## src/pidc_pkg.sv

```systemverilog
// ----------------------------------------------------------------------------
// pidc_pkg
// Shared widths, register indexes and the configuration bundle for the
// clamped PID controller.
// ----------------------------------------------------------------------------
package pidc_pkg;

	localparam int MEAS_W = 16;
	localparam int GAIN_W = 16;
	localparam int LIM_W  = 15;
	localparam int SUM_W  = 16;
	localparam int ERR_W  = MEAS_W + 1;
	localparam int DIFF_W = ERR_W + 1;
	localparam int PP_W   = GAIN_W + ERR_W;
	localparam int PI_W   = GAIN_W + SUM_W;
	localparam int PD_W   = GAIN_W + DIFF_W;
	localparam int ACC_W  = PD_W + 2;
	localparam int IDX_W  = 3;

	localparam logic [IDX_W-1:0] REG_GAIN_P    = 3'd0;
	localparam logic [IDX_W-1:0] REG_GAIN_I    = 3'd1;
	localparam logic [IDX_W-1:0] REG_GAIN_D    = 3'd2;
	localparam logic [IDX_W-1:0] REG_SETPOINT  = 3'd3;
	localparam logic [IDX_W-1:0] REG_DRIVE_MIN = 3'd4;
	localparam logic [IDX_W-1:0] REG_DRIVE_MAX = 3'd5;
	localparam logic [IDX_W-1:0] REG_INT_LIMIT = 3'd6;

	localparam logic [LIM_W-1:0] INT_LIMIT_RESET = 15'd2500;

	typedef struct packed {
		logic signed [GAIN_W-1:0] gain_p;
		logic signed [GAIN_W-1:0] gain_i;
		logic signed [GAIN_W-1:0] gain_d;
		logic signed [MEAS_W-1:0] setpoint;
		logic signed [MEAS_W-1:0] drive_min;
		logic signed [MEAS_W-1:0] drive_max;
		logic [LIM_W-1:0]         integral_limit;
	} cfg_t;

endpackage

```

## src/pidc_cfg_regs.sv

```systemverilog
// ----------------------------------------------------------------------------
// pidc_cfg_regs
// Configuration register file, written one register per cycle.
// ----------------------------------------------------------------------------
module pidc_cfg_regs (
	input  logic                    clk,
	input  logic                    arst_n,
	input  logic                    cfg_we,
	input  logic [2:0]              cfg_index,
	input  logic [15:0]             cfg_data,
	output pidc_pkg::cfg_t          cfg
);
	import pidc_pkg::*;

	cfg_t cfg_q;

	always_ff @(posedge clk or negedge arst_n) begin
		if (!arst_n) begin
			cfg_q.gain_p         <= '0;
			cfg_q.gain_i         <= '0;
			cfg_q.gain_d         <= '0;
			cfg_q.setpoint       <= '0;
			cfg_q.drive_min      <= '0;
			cfg_q.drive_max      <= '0;
			cfg_q.integral_limit <= INT_LIMIT_RESET;
		end else if (cfg_we) begin
			unique case (cfg_index)
				REG_GAIN_P:    cfg_q.gain_p         <= cfg_data;
				REG_GAIN_I:    cfg_q.gain_i         <= cfg_data;
				REG_GAIN_D:    cfg_q.gain_d         <= cfg_data;
				REG_SETPOINT:  cfg_q.setpoint       <= cfg_data;
				REG_DRIVE_MIN: cfg_q.drive_min      <= cfg_data;
				REG_DRIVE_MAX: cfg_q.drive_max      <= cfg_data;
				REG_INT_LIMIT: cfg_q.integral_limit <= cfg_data[LIM_W-1:0];
				default: ;
			endcase
		end
	end

	assign cfg = cfg_q;

endmodule

```

## src/pidc_err_stage.sv

```systemverilog
// ----------------------------------------------------------------------------
// pidc_err_stage
// Error, clamped integral and difference; holds the controller state.
// ----------------------------------------------------------------------------
module pidc_err_stage (
	input  logic                                    clk,
	input  logic                                    arst_n,
	input  logic                                    advance,
	input  logic                                    valid_s1,
	input  logic signed [pidc_pkg::MEAS_W-1:0]      meas_s1,
	input  logic signed [pidc_pkg::MEAS_W-1:0]      setpoint,
	input  logic [pidc_pkg::LIM_W-1:0]              integral_limit,
	output logic signed [pidc_pkg::ERR_W-1:0]       err,
	output logic signed [pidc_pkg::SUM_W-1:0]       err_sum,
	output logic signed [pidc_pkg::DIFF_W-1:0]      diff
);
	import pidc_pkg::*;

	localparam int WIDE_W = ERR_W + 1;

	logic signed [SUM_W-1:0]  error_sum_q;
	logic signed [ERR_W-1:0]  prev_err_q;
	logic signed [WIDE_W-1:0] sum_raw;
	logic signed [WIDE_W-1:0] lim_pos;
	logic signed [WIDE_W-1:0] lim_neg;
	logic signed [WIDE_W-1:0] sum_clamped;

	always_comb begin
		err     = ERR_W'(setpoint) - ERR_W'(meas_s1);
		sum_raw = WIDE_W'(error_sum_q) + WIDE_W'(err);
		lim_pos = $signed({3'b000, integral_limit});
		lim_neg = -lim_pos;
		sum_clamped = sum_raw;
		if (sum_clamped > lim_pos)
			sum_clamped = lim_pos;
		if (sum_clamped < lim_neg)
			sum_clamped = lim_neg;
		err_sum = sum_clamped[SUM_W-1:0];
		diff    = DIFF_W'(err) - DIFF_W'(prev_err_q);
	end

	always_ff @(posedge clk or negedge arst_n) begin
		if (!arst_n) begin
			error_sum_q <= '0;
			prev_err_q  <= '0;
		end else if (advance && valid_s1) begin
			error_sum_q <= err_sum;
			prev_err_q  <= err;
		end
	end

endmodule

```

## src/pidc_mul_stage.sv

```systemverilog
// ----------------------------------------------------------------------------
// pidc_mul_stage
// Three parallel gain multiplies.
// ----------------------------------------------------------------------------
module pidc_mul_stage (
	input  logic signed [pidc_pkg::ERR_W-1:0]       err,
	input  logic signed [pidc_pkg::SUM_W-1:0]       err_sum,
	input  logic signed [pidc_pkg::DIFF_W-1:0]      diff,
	input  pidc_pkg::cfg_t                          cfg,
	output logic signed [pidc_pkg::PP_W-1:0]        prod_p,
	output logic signed [pidc_pkg::PI_W-1:0]        prod_i,
	output logic signed [pidc_pkg::PD_W-1:0]        prod_d
);
	import pidc_pkg::*;

	always_comb begin
		prod_p = PP_W'(cfg.gain_p) * PP_W'(err);
		prod_i = PI_W'(cfg.gain_i) * PI_W'(err_sum);
		prod_d = PD_W'(cfg.gain_d) * PD_W'(diff);
	end

endmodule

```

## src/pidc_clamp_stage.sv

```systemverilog
// ----------------------------------------------------------------------------
// pidc_clamp_stage
// Product sum, fractional shift and output clamp into the result register.
// ----------------------------------------------------------------------------
module pidc_clamp_stage #(
	parameter int FRAC_BITS = 8
) (
	input  logic                                    clk,
	input  logic                                    arst_n,
	input  logic                                    advance,
	input  logic                                    valid_s1,
	input  logic signed [pidc_pkg::PP_W-1:0]        prod_p,
	input  logic signed [pidc_pkg::PI_W-1:0]        prod_i,
	input  logic signed [pidc_pkg::PD_W-1:0]        prod_d,
	input  logic signed [pidc_pkg::MEAS_W-1:0]      drive_min,
	input  logic signed [pidc_pkg::MEAS_W-1:0]      drive_max,
	output logic                                    out_valid_q,
	output logic signed [pidc_pkg::MEAS_W-1:0]      drive_q
);
	import pidc_pkg::*;

	logic signed [ACC_W-1:0] acc;
	logic signed [ACC_W-1:0] shifted;
	logic signed [ACC_W-1:0] clamped;

	always_comb begin
		acc     = ACC_W'(prod_p) + ACC_W'(prod_i) + ACC_W'(prod_d);
		shifted = acc >>> FRAC_BITS;
		clamped = shifted;
		if (clamped > ACC_W'(drive_max))
			clamped = ACC_W'(drive_max);
		if (clamped < ACC_W'(drive_min))
			clamped = ACC_W'(drive_min);
	end

	always_ff @(posedge clk or negedge arst_n) begin
		if (!arst_n)
			out_valid_q <= 1'b0;
		else if (advance)
			out_valid_q <= valid_s1;
	end

	always_ff @(posedge clk) begin
		if (advance)
			drive_q <= clamped[MEAS_W-1:0];
	end

endmodule

```

## src/pid_controller_clamped.sv

```systemverilog
// ----------------------------------------------------------------------------
// pid_controller_clamped
// Discrete PID controller with clamped integral and clamped output.
// ----------------------------------------------------------------------------
// Takes one measurement word per cycle while in_stall is low and returns one
// drive word per measurement, registered first in the input register and then
// in the result register. These two registers bracket the whole step (error,
// clamped integral, three gain multiplies, product sum, shift and output
// clamp); both move together and stall only while the output word is held.
// The integral and previous error update as a word moves into the result
// register, so back-to-back words see each other. The user must write
// configuration only while no word is in flight; the block does not check it.
module pid_controller_clamped #(
	parameter int FRAC_BITS = 8
) (
	input  logic                clk,
	input  logic                arst_n,
	input  logic                cfg_we,
	input  logic [2:0]          cfg_index,
	input  logic [15:0]         cfg_data,
	input  logic                in_valid,
	output logic                in_stall,
	input  logic signed [15:0]  measurement,
	output logic                out_valid,
	input  logic                out_stall,
	output logic signed [15:0]  drive
);
	import pidc_pkg::*;

	cfg_t                      cfg;
	logic                      advance;
	logic                      valid_s1;
	logic signed [MEAS_W-1:0]  meas_s1;
	logic signed [ERR_W-1:0]   err;
	logic signed [SUM_W-1:0]   err_sum;
	logic signed [DIFF_W-1:0]  diff;
	logic signed [PP_W-1:0]    prod_p;
	logic signed [PI_W-1:0]    prod_i;
	logic signed [PD_W-1:0]    prod_d;
	logic                      out_valid_q;
	logic signed [MEAS_W-1:0]  drive_q;

	assign advance  = !(out_valid_q && out_stall);
	assign in_stall = !advance;

	always_ff @(posedge clk or negedge arst_n) begin
		if (!arst_n)
			valid_s1 <= 1'b0;
		else if (advance)
			valid_s1 <= in_valid;
	end

	always_ff @(posedge clk) begin
		if (advance)
			meas_s1 <= measurement;
	end

	pidc_cfg_regs u_cfg (
		.clk       (clk),
		.arst_n    (arst_n),
		.cfg_we    (cfg_we),
		.cfg_index (cfg_index),
		.cfg_data  (cfg_data),
		.cfg       (cfg)
	);

	pidc_err_stage u_err (
		.clk            (clk),
		.arst_n         (arst_n),
		.advance        (advance),
		.valid_s1       (valid_s1),
		.meas_s1        (meas_s1),
		.setpoint       (cfg.setpoint),
		.integral_limit (cfg.integral_limit),
		.err            (err),
		.err_sum        (err_sum),
		.diff           (diff)
	);

	pidc_mul_stage u_mul (
		.err     (err),
		.err_sum (err_sum),
		.diff    (diff),
		.cfg     (cfg),
		.prod_p  (prod_p),
		.prod_i  (prod_i),
		.prod_d  (prod_d)
	);

	pidc_clamp_stage #(
		.FRAC_BITS (FRAC_BITS)
	) u_clamp (
		.clk         (clk),
		.arst_n      (arst_n),
		.advance     (advance),
		.valid_s1    (valid_s1),
		.prod_p      (prod_p),
		.prod_i      (prod_i),
		.prod_d      (prod_d),
		.drive_min   (cfg.drive_min),
		.drive_max   (cfg.drive_max),
		.out_valid_q (out_valid_q),
		.drive_q     (drive_q)
	);

	assign out_valid = out_valid_q;
	assign drive     = drive_q;

endmodule
```

## config.mk

```make
export PLATFORM = sky130hd
export DESIGN_NAME = pid_controller_clamped
export DESIGN_NICKNAME = d
export VERILOG_FILES = /design/src/pidc_pkg.sv /design/src/pidc_cfg_regs.sv /design/src/pidc_err_stage.sv /design/src/pidc_mul_stage.sv /design/src/pidc_clamp_stage.sv /design/src/pid_controller_clamped.sv
export SDC_FILE = /design/constraint.sdc
export NUM_CORES = 2
export LEC_CHECK = 0
export ABC_AREA = 1
export ABC_CLOCK_PERIOD_IN_PS = 47600
export BUFFER_PORTS_ARGS = -buffer_cell sky130_fd_sc_hd__buf_2
export CAP_MARGIN = 15
export CORE_MARGIN = 3
export CORE_UTILIZATION = 40
export CTS_CLUSTER_SIZE = 28
export DETAILED_ROUTE_END_ITERATION = 10
export SLEW_MARGIN = 20
export SYNTH_ARGS = -nofsm -noshare
export SYNTH_HDL_FRONTEND = slang
export SYNTH_SLANG_ARGS = --single-unit
```

## constraint.sdc

```tcl
create_clock -name clk -period 47.6 [get_ports clk]
set_input_delay 2.38 -clock clk [delete_from_list [all_inputs] [get_ports clk]]
set_output_delay 2.38 -clock clk [all_outputs]
set_load 0.01 [all_outputs]
```

==> out/qor.csv <==
stage,metric,value,unit
critical_path,cpPeakStageDelay,730,ps
drt,vias,32600,
final_layout,final_util,42.4,%
sta,worst_pin_slew,1070,ps
synthesis,ys_async_sr_fraction,82.0,%
synthesis,syn-instance-count,5032,
global_routing,grt_max_degree,75,
drt,routed_via_density,5.09,
floorplanning,dieHeight,335,um
worst_hold_path,hold_class,flip-flop to flip-flop,
clocking,cts_resized,0,
placed_design,place_inst,6362,
placed_design,portBuffers,57,
synthesis,ys.flop_type,dfrtp_1,
critical_path,crit_top_cell,nand2_1,
critical_path,cp_slowest_cell,o21ai_0,
placed_design,place_congestion,0.953,
final_layout,syn2layout_area_growth,5.06,%
synthesis,synth_warnings,0,
sta,setup_viol,0,
clocking,cts_buffer_depth,2,
synthesis,ys_seq_area_share,10.7,%
floorplanning,core_area,0.107,sq mm
synthesis,syn-num-nets,6388,
synthesis,synth_edf_count,32,
worst_hold_path,min_from,valid_s1,
placed_design,dp_hpwl,119,mm
sta,final-max-slew-violation-count,0,
final_layout,finalNonFillerCells,6399,
floorplanning,dieArea,0.112,sq mm
drt,dr.pass1.iters,8,
floorplanning,rows,120,
critical_path,arrival,21080,ps
final_layout,nNetsFinal,6334,
sta,fin_crit,20810,ps
clocking,cts_tree,done,
sta,rsz0062_at_grt,no,
drt,drc,0,
clocking,cts_root_buf,clkbuf_16,
clocking,clkSinkCount,178,
critical_path,worst_setup_path_start_kind,flip-flop,
global_routing,grt_pass1_wl,215,mm
global_routing,grt-ovfl-total,0,
sta,slew-limit-headroom,28.5,%
global_routing,antenna_found_initial,10,
critical_path,critPathKind,flip-flop to flip-flop,
synthesis,synth.distinct_cells,52,
final_layout,drive_gt1_share,3.81,%
critical_path,reg2reg_from,u_cfg.cfg[49],
outcome,outcome,"complete, no violations",
sta,tns,0,ps
clocking,clk_pin_slew_worst_paths,80,ps
final_layout,fillers,10700,
sta,clock_skew,15.9,ps
critical_path,worstPathMaxFanout,34,
drt,routed_wl,138,mm
floorplanning,start_util,40.4,%
global_routing,grt_pass1_vias,34700,
floorplanning,io_pins,58,
sta,timing_hold_violations_final,0,
clocking,cts-htree-levels,4,
synthesis,syn-cell-area,0.0433,sq mm
final_layout,fin_area,0.0455,sq mm
drt,initialDrtViolationCount,2773,
synthesis,postSynthAreaPerCell,8.61,sq um
clocking,clk_latency,510,ps
synthesis,synth-seq-cells,178,
drt,postRouteAntennaNets,0,
clocking,postCtsSetupBuffers,0,
sta,fin_crit_sh,43.7,%
placed_design,placed_cell_area,0.0449,sq mm
critical_path,endpoint_kind,flip-flop,
sta,fmax,48.1,MHz
global_routing,grt_use_total,25.7,%
drt,wl_per_cell,21.6,um
clocking,cts_buffers,17,
critical_path,cp.required,47870,ps
flow_run,maxCapViolCount,0,
clocking,holdBufCountCts,0,
floorplanning,die-width,335,um
critical_path,startpoint,u_cfg.cfg[49],
==> critical path: cells and delay by family (launching register included) <==
family,cells,cell delay [ps]
buf+inv,13,1550
simple gates,43,6460
xor+xnor,1,200
fa+ha+maj,16,6970
flops,1,400
compound gates,19,4970
==> cells in the final DEF (no fill, tap or decap), types with 4 or more instances in the layout <==
cell type	synthesis	final
clkbuf_16	0	17
diode_2	0	5
a211oi_1	4	4
dfrtp_1	141	141
inv_8	0	4
buf_2	6	56
dfstp_2	5	5
fa_1	980	980
inv_1	1344	1344
a31oi_1	9	9
nor2_1	333	333
clkinv_1	10	10
xor2_1	41	41
ha_1	336	336
nand4_1	17	17
clkinv_8	0	6
nand3_2	7	8
a21oi_1	111	111
xnor2_1	31	31
inv_6	0	4
a21o_1	7	7
nand2_1	951	950
nand2_2	16	17
nor3_1	16	16
o21ai_0	206	206
or2_2	27	27
o21bai_1	6	6
edfxtp_1	32	32
nor4_1	5	5
nand2_4	4	4
buf_4	10	32
nand3_1	199	198
==> stage by stage <==
stage               setup slack, ps  hold slack, ps
floorplan                     30810             432
global placement              27530             455
CTS                           27020             476
detailed placement            27120             455
global route                  24860             508
finish                        26790             477
==> area by class of cell <==
cell class	instances	area, sq um	area share [%]
Antenna cell	5	12.5	0.0275
Clock buffer	17	425	0.934
Clock inverter	15	183	0.401
Inverter	1355	5090	11.2
Multi-Input combinational cell	3336	32900	72.3
Sequential cell	178	4620	10.2
Tap cell	1403	1760	3.86
Timing Repair Buffer	90	543	1.19
==> registers in the layout, indices dropped and copies added (netlist names) <==
signal / count
u_clamp.out_valid_q: 1
u_cfg.cfg: 111
u_clamp.drive_q: 16
u_err.prev_err_q: 17
u_err.error_sum_q: 16
valid_s1: 1
meas_s1: 16
==> path summary, 6_finish.rpt <==
| check | slack (ps) | endpoint | cells past startpoint |
|---|---|---|---|
| min in group asynchronous | 1900 | u_cfg.cfg[10] | 1 |
| max reg2reg | 26790 | u_clamp.drive_q[15] | 92 |
| max in group asynchronous | 44400 | u_cfg.cfg[104] | 2 |
| min reg2reg | 480 | u_clamp.out_valid_q | 2 |
| min | 480 | u_clamp.out_valid_q | 2 |
| max | 26790 | u_clamp.drive_q[15] | 92 |
==> synth_stat cells, types with 2 or more instances <==
| master | instances | share of area [%] |
|---|---|---|
| ha_1 | 336 | 9.7 |
| a21o_1 | 7 | 0.12 |
| o21bai_1 | 6 | 0.10 |
| o21ai_0 | 206 | 2.4 |
| nand2_2 | 16 | 0.23 |
| nand3_1 | 199 | 2.3 |
| nand2_4 | 4 | 0.10 |
| clkinv_1 | 10 | 0.087 |
| nand3_2 | 7 | 0.16 |
| fa_1 | 980 | 45 |
| edfxtp_1 | 32 | 2.2 |
| nand4_1 | 17 | 0.25 |
| nand3b_1 | 3 | 0.052 |
| a211oi_1 | 4 | 0.069 |
| nand2_1 | 951 | 8.2 |
| or2_2 | 27 | 0.39 |
| nor4_1 | 5 | 0.072 |
| buf_6 | 7 | 0.18 |
| a21boi_0 | 3 | 0.052 |
| buf_4 | 10 | 0.17 |
| buf_2 | 6 | 0.069 |
| buf_1 | 15 | 0.13 |
| clkbuf_1 | 123 | 1.1 |
| nor3_1 | 16 | 0.18 |
| o31ai_1 | 2 | 0.035 |
| a21oi_1 | 111 | 1.3 |
| o21a_1 | 3 | 0.052 |
| nor2_1 | 333 | 2.9 |
| and3_1 | 2 | 0.029 |
| xnor2_1 | 31 | 0.63 |
| dfrtp_1 | 141 | 8.1 |
| a31oi_1 | 9 | 0.13 |
| inv_1 | 1344 | 12 |
| xor2_1 | 41 | 0.83 |
| dfstp_2 | 5 | 0.30 |
| a2111oi_0 | 2 | 0.040 |
| a21o_2 | 2 | 0.040 |
| o2111ai_1 | 2 | 0.040 |
==> cell families after synthesis <==
logic type               synth area share, %
flip-flops                              10.7
AO/OA/AOI/OAI                           4.48
adder cells (fa/ha/maj)                 55.0
buffers and inverters                   13.4
AND/OR/NAND/NOR                         15.0
XOR/XNOR                                1.46
==> routing by layer <==
metal | vias up | global-route usage, % | part of all wire, %
li1 | 14600 | - | -
met1 | 16600 | 34.2 | 41
met2 | 1208 | 41.6 | 47
met3 | 240 | 4.62 | 7.6
met4 | 0 | 10.5 | 4.6
met5 | - | 0 | 0
Power is left out: the tool's default activity adds up to more than one toggle a clock period on the data nets, which glitch-free logic cannot reach.
